<file path="src/sts_pkg.sv">
// ----------------------------------------------------------------------------
// sts_pkg: shared types and constants for the stable insertion sorter
// ----------------------------------------------------------------------------
`timescale 1ns / 1ps

package sts_pkg;

    localparam int KEY_W        = 63;
    localparam int TAG_W        = 6;
    localparam int DATA_W       = 72;
    localparam int CAPACITY_DEF = 64;

    localparam logic KIND_INSERT = 1'b0;
    localparam logic KIND_FLUSH  = 1'b1;

    typedef struct packed {
        logic             ins;
        logic             shift;
        logic [KEY_W-1:0] key;
        logic [TAG_W-1:0] tag;
    } t_cell_cmd;

endpackage

</file>
<file path="src/sts_cell.sv">
// ----------------------------------------------------------------------------
// sts_cell: one slot of the insertion chain
// Holds one key/tag pair; takes the new pair, the left neighbor's pair on an
// insert, or the right neighbor's pair while the chain drains.
// ----------------------------------------------------------------------------
`timescale 1ns / 1ps

module sts_cell #(
    parameter int IDX = 0,
    parameter int CW  = 7
) (
    input  logic                      i_clk,
    input  sts_pkg::t_cell_cmd        i_cmd,
    input  logic [CW-1:0]             i_count,
    input  logic                      i_prev_gt,
    input  logic [sts_pkg::KEY_W-1:0] i_prev_key,
    input  logic [sts_pkg::TAG_W-1:0] i_prev_tag,
    input  logic [sts_pkg::KEY_W-1:0] i_next_key,
    input  logic [sts_pkg::TAG_W-1:0] i_next_tag,
    output logic                      o_gt,
    output logic [sts_pkg::KEY_W-1:0] o_key,
    output logic [sts_pkg::TAG_W-1:0] o_tag
);

    logic [sts_pkg::KEY_W-1:0] r_key;
    logic [sts_pkg::TAG_W-1:0] r_tag;
    logic [sts_pkg::KEY_W-1:0] n_key;
    logic [sts_pkg::TAG_W-1:0] n_tag;

    // empty slot or strictly greater key: the new pair goes at or before here
    assign o_gt = (CW'(IDX) >= i_count) || (r_key > i_cmd.key);

    always_comb begin
        n_key = r_key;
        n_tag = r_tag;
        if (i_cmd.ins) begin
            if (i_prev_gt) begin
                n_key = i_prev_key;
                n_tag = i_prev_tag;
            end else if (o_gt) begin
                n_key = i_cmd.key;
                n_tag = i_cmd.tag;
            end
        end else if (i_cmd.shift) begin
            n_key = i_next_key;
            n_tag = i_next_tag;
        end
    end

    always_ff @(posedge i_clk) begin
        r_key <= n_key;
        r_tag <= n_tag;
    end

    assign o_key = r_key;
    assign o_tag = r_tag;

endmodule

</file>
<file path="config.mk">
export PLATFORM = sky130hd
export DESIGN_NAME = sts_cell
export DESIGN_NICKNAME = d
export VERILOG_FILES = /design/src/sts_pkg.sv /design/src/sts_cell.sv
export SDC_FILE = /design/constraint.sdc
export NUM_CORES = 1
export LEC_CHECK = 0
export ABC_AREA = 1
export BUFFER_PORTS_ARGS = -buffer_cell sky130_fd_sc_hd__buf_2
export CORE_ASPECT_RATIO = 0.8
export CORE_MARGIN = 8
export CORE_UTILIZATION = 41
export DETAILED_ROUTE_END_ITERATION = 8
export GPL_ROUTABILITY_DRIVEN = 1
export PLACE_DENSITY = 0.79
export SYNTH_ARGS = -nofsm -noshare
export SYNTH_HDL_FRONTEND = slang
export SYNTH_SLANG_ARGS = --single-unit
</file>
<file path="constraint.sdc">
create_clock -name i_clk -period 3.15 [get_ports i_clk]
set_input_delay 0.315 -clock i_clk [delete_from_list [all_inputs] [get_ports i_clk]]
set_output_delay 0.315 -clock i_clk [all_outputs]
set_load 0.03 [all_outputs]
</file>
==> results of run 1 <==
-- power by group through the flow --
| stage | clock network (mW) | registers (mW) | logic, mW |
|---|---|---|---|
| global route | 1.11 | 1.22 | 1.13 |
| floorplan | 0 | 1.43 | 0.413 |
| global placement | 0 | 1.22 | 1.00 |
| detailed placement | 0 | 1.22 | 1.02 |
| CTS | 1.07 | 1.20 | 1.02 |
| finish | 1.05 | 1.20 | 1.01 |
-- cell type report --
| type | instances | area (µm²) | share of cell area |
|---|---|---|---|
| repair buffers | 292 | 1470 | 0.206 |
| inverters | 92 | 349 | 0.0489 |
| multi-input cells | 501 | 2720 | 0.381 |
| clock buffers | 10 | 229 | 0.0321 |
| flip-flops and latches | 69 | 2070 | 0.290 |
| clock inverters | 6 | 77.6 | 0.0109 |
| well taps | 175 | 219 | 0.0307 |
-- state kept, by name, summed over array words and instances (netlist names) --
name	count
o_key	63
o_tag	6
-- critical path: stages (launching register included) --
cell and delay (ps):
edfxtp_1 390, ha_1 310, nand2_1 80, nor2_1 190
nand4_1 190, nor3_1 180, nand2_1 70, nand2_1 80
nand2_1 60, nand2_1 50, nand2_1 60, nand3_1 70
nand2_1 80, clkinvlp_4 70, buf_4 450
-- worst paths after layout --
path	startpoint	slack, ps	cells after the start	end
setup / recovery	o_key[22]	430	14	o_key[24]
hold / removal	i_next_key[9]	270	3	o_key[9]
setup reg to reg	o_key[22]	430	14	o_key[24]
hold reg to reg	o_key[46]	1640	12	o_key[48]
-- cell families after synthesis --
family,count (synthesis)
buf+inv,122
fa+ha+maj,63
simple gates,274
flops,69
compound gates,164
-- cells in the mapped netlist --
library cell	number	share of area
a21o_1	4	0.0057
nand3_1	6	0.0057
inv_1	86	0.061
buf_1	1	0.00071
nand3_2	1	0.0019
inv_2	6	0.0043
a21oi_1	21	0.020
nor4_1	3	0.0036
o21ai_1	38	0.036
clkbuf_1	24	0.017
buf_2	4	0.0038
nand3b_1	1	0.0014
edfxtp_1	69	0.39
nand2_1	160	0.11
clkbuf_8	1	0.0026
nor2_2	4	0.0048
nand4_2	1	0.0024
o21ai_0	101	0.096
nor3_1	4	0.0038
nand2_2	1	0.0012
ha_1	63	0.15
nand4_1	4	0.0048
or2_2	1	0.0012
nor2_4	1	0.0021
nor2_1	87	0.062
-- per-layer routing --
layer	global-route usage	part of all wire	vias to the layer above
met4	0.0570	0.014	0
met2	0.364	0.47	257
met5	0	0	-
met1	0.254	0.41	2508
li1	-	-	2836
met3	0.0701	0.097	21
-- metrics by stage --
step | std cells | utilization | instance area [µm²] | setup WS (ps) | power, mW
after CTS | 1145 | 0.563 | 7140 | 397 | 3.30
after floorplan | 692 | - | 5270 | 103 | 1.84
after global routing | 1145 | 0.563 | 7140 | 174 | 3.45
after global placement | 1129 | 0.539 | 6830 | 365 | 2.22
final | 1145 | 0.563 | 7140 | 431 | 3.27
after detailed placement | 1129 | 0.539 | 6830 | 399 | 2.24
==> key figures, run 1 <==
Clock tree
  – CTS max path bufs: 2
  – Clock Pin Slew Worst Setup and Hold Paths: 60 ps
  – Root buffer cell: clkbuf_16
  – CTS Hold Bufs: 0
  – # H-tree levels: 3
  – Clock Latency Late Sink: 320 ps
  – Gates resized, CTS repair: 0
  – CTS sink cnt: between 60 and 70
  – TritonCTS clock tree: yes
  – Post CTS Setup Buffer Count: 0
  – CTS Buf Count: 9

Worst setup path
  – Kind of critical path: register to register
  – Critical Path RT: 3110 ps
  – Worst EP arrival: 2680 ps
  – CP max FO: 41
  – Crit start category: register
  – Critical Path End Type: register

Cells and area
  – # diodes: 0
  – Most common cell after layout, fill and taps aside: buf_2
  – Area delta synth->final: 35.6%
  – Ratio of cells with drive above 1 in the final layout: 0.331
  – # fillers: 1222
  – Nets: 1246
  – Most frequent cells in the layout: buf_2, nand2_1, o21ai_0, nor2_1, inv_1

Drt
  – Residual DRC count: 0
  – Routed WL: about 18000 µm
  – Average via count per standard cell: between 4 and 5
  – Number of routed nets with antenna violations: 0
  – Router iterations before antenna repair: 4
  – DR iter-0 viols: 260
  – Via count: 5622
  – Wire length per cell: about 16 µm

GRT
  – GRT Residual Overflow: 0
  – Largest net degree at the start of global routing: 70
  – Vias in the first global route: roughly 5800
  – First-pass GRT wire length: 29100 µm
  – Antenna violations before repair: 0
  – Total track usage: 0.215

Synth
  – Largest family of logic cells by synthesized area: simple AND/OR/NAND/NOR gates
  – Flops & latches, synth: 69
  – Mapped Area: 5260 µm²
  – Post-synthesis cell count: 692
  – Mapped Avg Cell Area: 7.61 µm²
  – Seq/Total Area, Yosys: 0.394
  – Mux contribution to synthesized area: 0
  – Synthesized net count: just under 1000
  – Post-synthesis xor/xnor area fraction: 0
  – Compound-Gate Fraction of Synth Area: 0.158
  – Synth Area in Simple Gates: 0.209
  – Yosys warns: 0
  – Post-Synth Adder-Cell Area: 0.150
  – Post-synth cell types: 25

Flow run
  – MaxCap Viol Count: 0

Power
  – LEAKAGE: 3.77 nW
  – Comb power frac: 0.310
  – Maximum vdd drop: roughly 0.3 mV
  – Switching Share: 0.331
  – P_int: 2.19 mW
  – Cell Pwr Density: 458 nW/µm²
  – Reg power frac: 0.368
  – Clock power share: 0.322
  – P_sw: 1.08 mW

STA
  – Worst-margin pin slew: between 1000 and 1500 ps
  – Period Utilization, post-route: 0.863
  – Fin. Hold Viols: 0
  – Fmax: around 370 MHz
  – Crit path time final: 2720 ps
  – Clock skew: 5.85 ps
  – Hold_ws: 271 ps
  – Setup TNS: 0 ps
  – RSZ-0062 raised after global routing: false
  – Pins Over Slew Limit: 0
  – Worst rel slew slack: 0.209
  – # setup viols final: 0

Placed design
  – Final HPWL DP: 14700 µm
  – Buffers on Ports: 287
  – RePlAce Congestion: 0.927

Die
  – Total die area: 16700 µm²
  – I/O Pins: 288
  – Floorplan row count: 37
  – Chip Height: about 120 µm
  – Initial cell density of the core: 0.415
  – CORE AREA: around 13000 µm²
  – DIE WIDTH: 143 µm

Outcome
  – Outcome: complete, no violations

Worst hold path
  – Hold Path Class: input port to register
Power figures use the tool's default switching activity.
==> run 2, diff against run 1 <==
CORE_UTILIZATION = 42   (was 41)
CTS_BUF_LIST = sky130_fd_sc_hd__clkbuf_4 sky130_fd_sc_hd__clkbuf_8   (was not set)
PLACE_DENSITY = 0.8   (was 0.79)
==> run 2 against run 1 <==
  * Power fell by 9.6%
  * Largest cell class unchanged
  * Clock skew rose by 5.7 ps
  * Utilization rose by 1.6 points
  * Wire length rose by 1.8%
  * Die area fell by 2.1%
  * Combinational power barely moved
  * Final cell count barely moved
  * Sequential share of layout area rose by 0.30 points
==> key figures, run 2 (synthesized netlist as in run 1, its figures left out) <==
Outcome
  – Outcome: complete, no violations

Cells and area
  – Post-route cell area: 7070 µm²
  – Post-route insts no fill: 1144
  – Most frequent cells in the layout: buf_2, nand2_1, o21ai_0, nor2_1, inv_1
  – Seq. cell area: a little over 2000 µm²
  – Fin util: 0.579
  – Ratio of cells with drive above 1 in the final layout: 0.335
  – Area delta synth->final: 34.2%
  – Nets: 1248
  – Largest register FFs: 63
  – Most common cell after layout, fill and taps aside: buf_2
  – # fillers: 1177
  – Multi-input logic area: 2720 µm²

STA
  – Fmax: 359 MHz
  – Setup TNS: 0 ps
  – Pins Over Slew Limit: 0
  – Worst Slack Setup Final: about 370 ps
  – Worst rel slew slack: 0.484
  – Period Utilization, post-route: 0.884
  – Clock skew: approximately 12 ps
  – Hold_ws: 240 ps
  – Worst-margin pin slew: 773 ps
  – Crit path time final: approximately 2800 ps
  – Fin. Hold Viols: 0
  – RSZ-0062 raised after global routing: false
  – # setup viols final: 0

Power
  – Cell Pwr Density: 418 nW/µm²
  – LEAKAGE: between 3 and 4 nW
  – Maximum vdd drop: 0.245 mV
  – Final Power: 2.95 mW

Worst setup path
  – Reg-to-reg slack, setup: 370 ps
  – Critical Path End Type: register
  – Critical Path Start: o_key[28]
  – Worst EP arrival: 2880 ps
  – Worst r2r src: o_key[28]
  – Critical Path RT: 3240 ps
  – Crit start category: register
  – Kind of critical path: register to register
  – CP max FO: 30

Clock tree
  – Clock Latency Late Sink: 350 ps
  – # H-tree levels: 3
  – CTS sink cnt: slightly below 70
  – TritonCTS clock tree: yes
  – Post CTS Setup Buffer Count: 0
  – CTS max path bufs: 2
  – Root buffer cell: clkbuf_8
  – CTS Buf Count: 9
  – Clock Pin Slew Worst Setup and Hold Paths: around 80 ps

Die
  – Floorplan row count: 36
  – Initial cell density of the core: 0.431
  – Total die area: approximately 16000 µm²
  – I/O Pins: 288
  – DIE WIDTH: 141 µm
  – CORE AREA: 12200 µm²
  – Chip Height: 116 µm

Placed design
  – Setup WS pre-CTS: slightly above 200 ps
  – Buffers on Ports: 287
  – Placed Cells: roughly 1100
  – Final HPWL DP: 14900 µm
  – RePlAce Congestion: 0.916
  – Area post-placement: 6870 µm²

GRT
  – Largest net degree at the start of global routing: 70
  – Vias in the first global route: approximately 5700
  – Total track usage: 0.221
  – First-pass GRT wire length: 28300 µm
  – Antenna violations before repair: 0
  – GRT Residual Overflow: 0

Drt
  – Routed WL: 18700 µm
  – Number of routed nets with antenna violations: 0
  – Router iterations before antenna repair: 4
  – Residual DRC count: 0
  – Average via count per standard cell: 4.87
  – DR iter-0 viols: 282
  – Wire length per cell: ~16 µm
  – Via count: ~5600

Worst hold path
  – Hold wc startpoint: i_next_key[6]
  – Hold Path Class: input port to register

Flow run
  – MaxCap Viol Count: 0
-- run 2: cell types whose count changed in the layout (fill, tap and decap cells not counted), sizes merged --
cell      change
buf           +2
bufinv        -1
clkbuf        +1
clkinv        -1
clkinvlp      +1
diode         +1
-- run 2: worst paths after layout --
kind,endpoint,depth (start not counted)
setup / recovery,o_key[0],14
hold reg to reg,o_key[32],8
hold / removal,o_key[6],3
setup reg to reg,o_key[0],14
-- run 2: final cells by class --
cell class,instances,share of cell area
Antenna cell,1,0.000354
Clock buffer,11,0.0197
Clock inverter,5,0.00726
Inverter,92,0.0494
Multi-Input combinational cell,501,0.386
Sequential cell,69,0.293
Tap cell,171,0.0303
Timing Repair Buffer,294,0.214
-- run 2: power breakdown --
part | total [mW] | internal [mW] | switching, mW
logic | 1.02 | 0.361 | 0.664
clock network | 0.725 | 0.379 | 0.346
registers | 1.20 | 1.15 | 0.0551
-- run 2: timing repair --
item                       CTS  global route
hold buffers                 0             0
setup endpoints to repair    0            21
resized for setup            0             1
-- run 2: worst max-delay path, cell delays in order, from the launching register on --
cell and delay [ps]:
edfxtp_1 430, ha_1 310, a21oi_1 150, nor2_1 50, nor2_1 80, nand2_1 60, a21oi_1 240, nand2_1 110
nand2_1 70, nand2_1 40, nand2_1 70, nand3_1 80, nand2_1 120, clkinvlp_4 360, buf_12 320
-- run 2: metal layers --
layer  vias to the layer above  track usage  wire [µm]
met5                         -            0          0
met2                       236        0.376       8660
li1                       2844            -          -
met1                      2463        0.258       7910
met4                         0       0.0771        366
met3                        27       0.0723       1740
==> run 3, diff against run 2 <==
CTS_BUF_LIST = sky130_fd_sc_hd__clkbuf_8   (was sky130_fd_sc_hd__clkbuf_4 sky130_fd_sc_hd__clkbuf_8)
==> run 3 against run 2 <==
  * Utilization is 0.061 points lower
  * Wire length hardly changed
  * Non-clock buffer count stayed put
  * Clock skew hardly changed
  * Critical endpoint unchanged
  * Largest cell class unchanged
==> key figures, run 3 (synthesized netlist as in run 1, its figures left out) <==
Clock tree
  – CTS Buf Count: 9
  – CTS max path bufs: 2
  – Root buffer cell: clkbuf_8
  – CTS sink cnt: 69
  – TritonCTS clock tree: yes
  – # H-tree levels: 3
  – CTS Hold Bufs: 0
  – Clock Pin Slew Worst Setup and Hold Paths: around 80 ps
  – Clock Latency Late Sink: approximately 350 ps

Flow run
  – MaxCap Viol Count: 0

Worst setup path
  – Slowest Stage Delay on Critical Path: 430 ps
  – Crit path cell chain: ha_1 > a21oi_1 > nor2_1 > nor2_1 > nand2_1 > a21oi_1 > nand2_1 > nand2_1 > nand2_1 > nand2_1 > nand3_1 > nand2_1 > clkinvlp_4 > buf_12
  – Critical Path RT: 3250 ps
  – Critical path's most frequent cell: nand2_1
  – Reg-to-reg slack, setup: around 370 ps
  – Crit start category: register
  – CP max FO: 30
  – Critical Path End Type: register
  – Slowest cell on the critical path: edfxtp_1
  – Worst EP arrival: 2880 ps
  – Kind of critical path: register to register

Drt
  – Router iterations before antenna repair: 5
  – Via count: 5578
  – Routed WL: 18700 µm
  – Residual DRC count: 0
  – Number of routed nets with antenna violations: 0
  – Wire length per cell: 16.3 µm
  – DR iter-0 viols: 282
  – Average via count per standard cell: 4.88

Cells and area
  – Most common cell after layout, fill and taps aside: buf_2
  – Largest register FFs: 63
  – Ratio of cells with drive above 1 in the final layout: 0.333
  – Fin util: 0.578
  – Nets: approximately 1200
  – Area delta synth->final: 34.1%
  – Most frequent cells in the layout: buf_2, nand2_1, o21ai_0, inv_1, nor2_1

Placed design
  – RePlAce Congestion: a little over 0.9
  – Buffers on Ports: 287
  – Final HPWL DP: 14900 µm

Die
  – Initial cell density of the core: 0.431
  – I/O Pins: ~290
  – DIE WIDTH: 141 µm
  – Floorplan row count: 36
  – CORE AREA: 12200 µm²
  – Chip Height: 116 µm
  – Total die area: between 15000 and 20000 µm²

STA
  – Period Utilization, post-route: 0.884
  – Worst-margin pin slew: 777 ps
  – Fin. Hold Viols: 0
  – RSZ-0062 raised after global routing: false
  – Pins Over Slew Limit: 0
  – Crit path time final: 2780 ps
  – # setup viols final: 0
  – Clock skew: 11.7 ps
  – Hold_ws: 239 ps
  – Worst rel slew slack: 0.482
  – Fmax: 359 MHz
  – Setup TNS: 0 ps

GRT
  – Total track usage: 0.221
  – Antenna violations before repair: 0
  – GRT Residual Overflow: 0
  – Vias in the first global route: about 5700
  – Largest net degree at the start of global routing: 70
  – First-pass GRT wire length: 28300 µm

Power
  – Maximum vdd drop: 0.245 mV
  – LEAKAGE: 3.74 nW
  – Cell Pwr Density: 415 nW/µm²
  – Final Power: around 2.9 mW

Outcome
  – Outcome: complete, no violations

Worst hold path
  – Hold Path Class: input port to register
run 3: per-stage QoR:
step,cell area (µm²),setup slack [ps],cells
after floorplan,5270,103,692
after global placement,6870,240,1127
after detailed placement,6870,206,1127
after CTS,7050,237,1143
after global routing,7060,90.3,1143
final,7060,366,1144
run 3: final timing paths:
kind	start	endpoint	depth (start not counted)
min reg2reg	o_key[55]	o_key[32]	8
min	i_next_key[6]	o_key[6]	3
max	o_key[28]	o_key[0]	14
max reg2reg	o_key[28]	o_key[0]	14
run 3: where the power goes:
group	internal [mW]	leakage (nW)	switching (mW)
Sequential	1.15	0.698	0.0552
Combinational	0.361	2.94	0.664
Clock	0.355	0.0990	0.346
run 3: what timing repair did:
| action | 4_1_cts | 5_1_grt |
|---|---|---|
| setup endpoints to repair | 0 | 21 |
| setup buffers | 0 | 0 |
| gates resized for setup | 0 | 1 |
run 3: cell type report:
type,instances,area (µm²)
multi-input cells,501,2720
clock inverters,7,58.8
repair buffers,294,1510
well taps,171,214
fillers,1179,5150
diodes,1,2.50
clock buffers,9,124
flip-flops and latches,69,2070
inverters,92,349
run 3: critical path, delay by kind of cell, from the launching register on:
kind / cells / cell delay [ps]
flip-flops: 1 / 430
buffers and inverters: 2 / 680
AND/OR/NAND/NOR: 9 / 680
AO/OA/AOI/OAI: 2 / 390
adder cells (fa/ha/maj): 1 / 310
run 3: routing by layer:
layer | wire length (µm) | up-vias | GRT usage
met5 | 0 | - | 0
met1 | 7930 | 2471 | 0.258
met2 | 8670 | 238 | 0.376
li1 | - | 2843 | -
met3 | 1720 | 26 | 0.0723
met4 | 363 | 0 | 0.0771
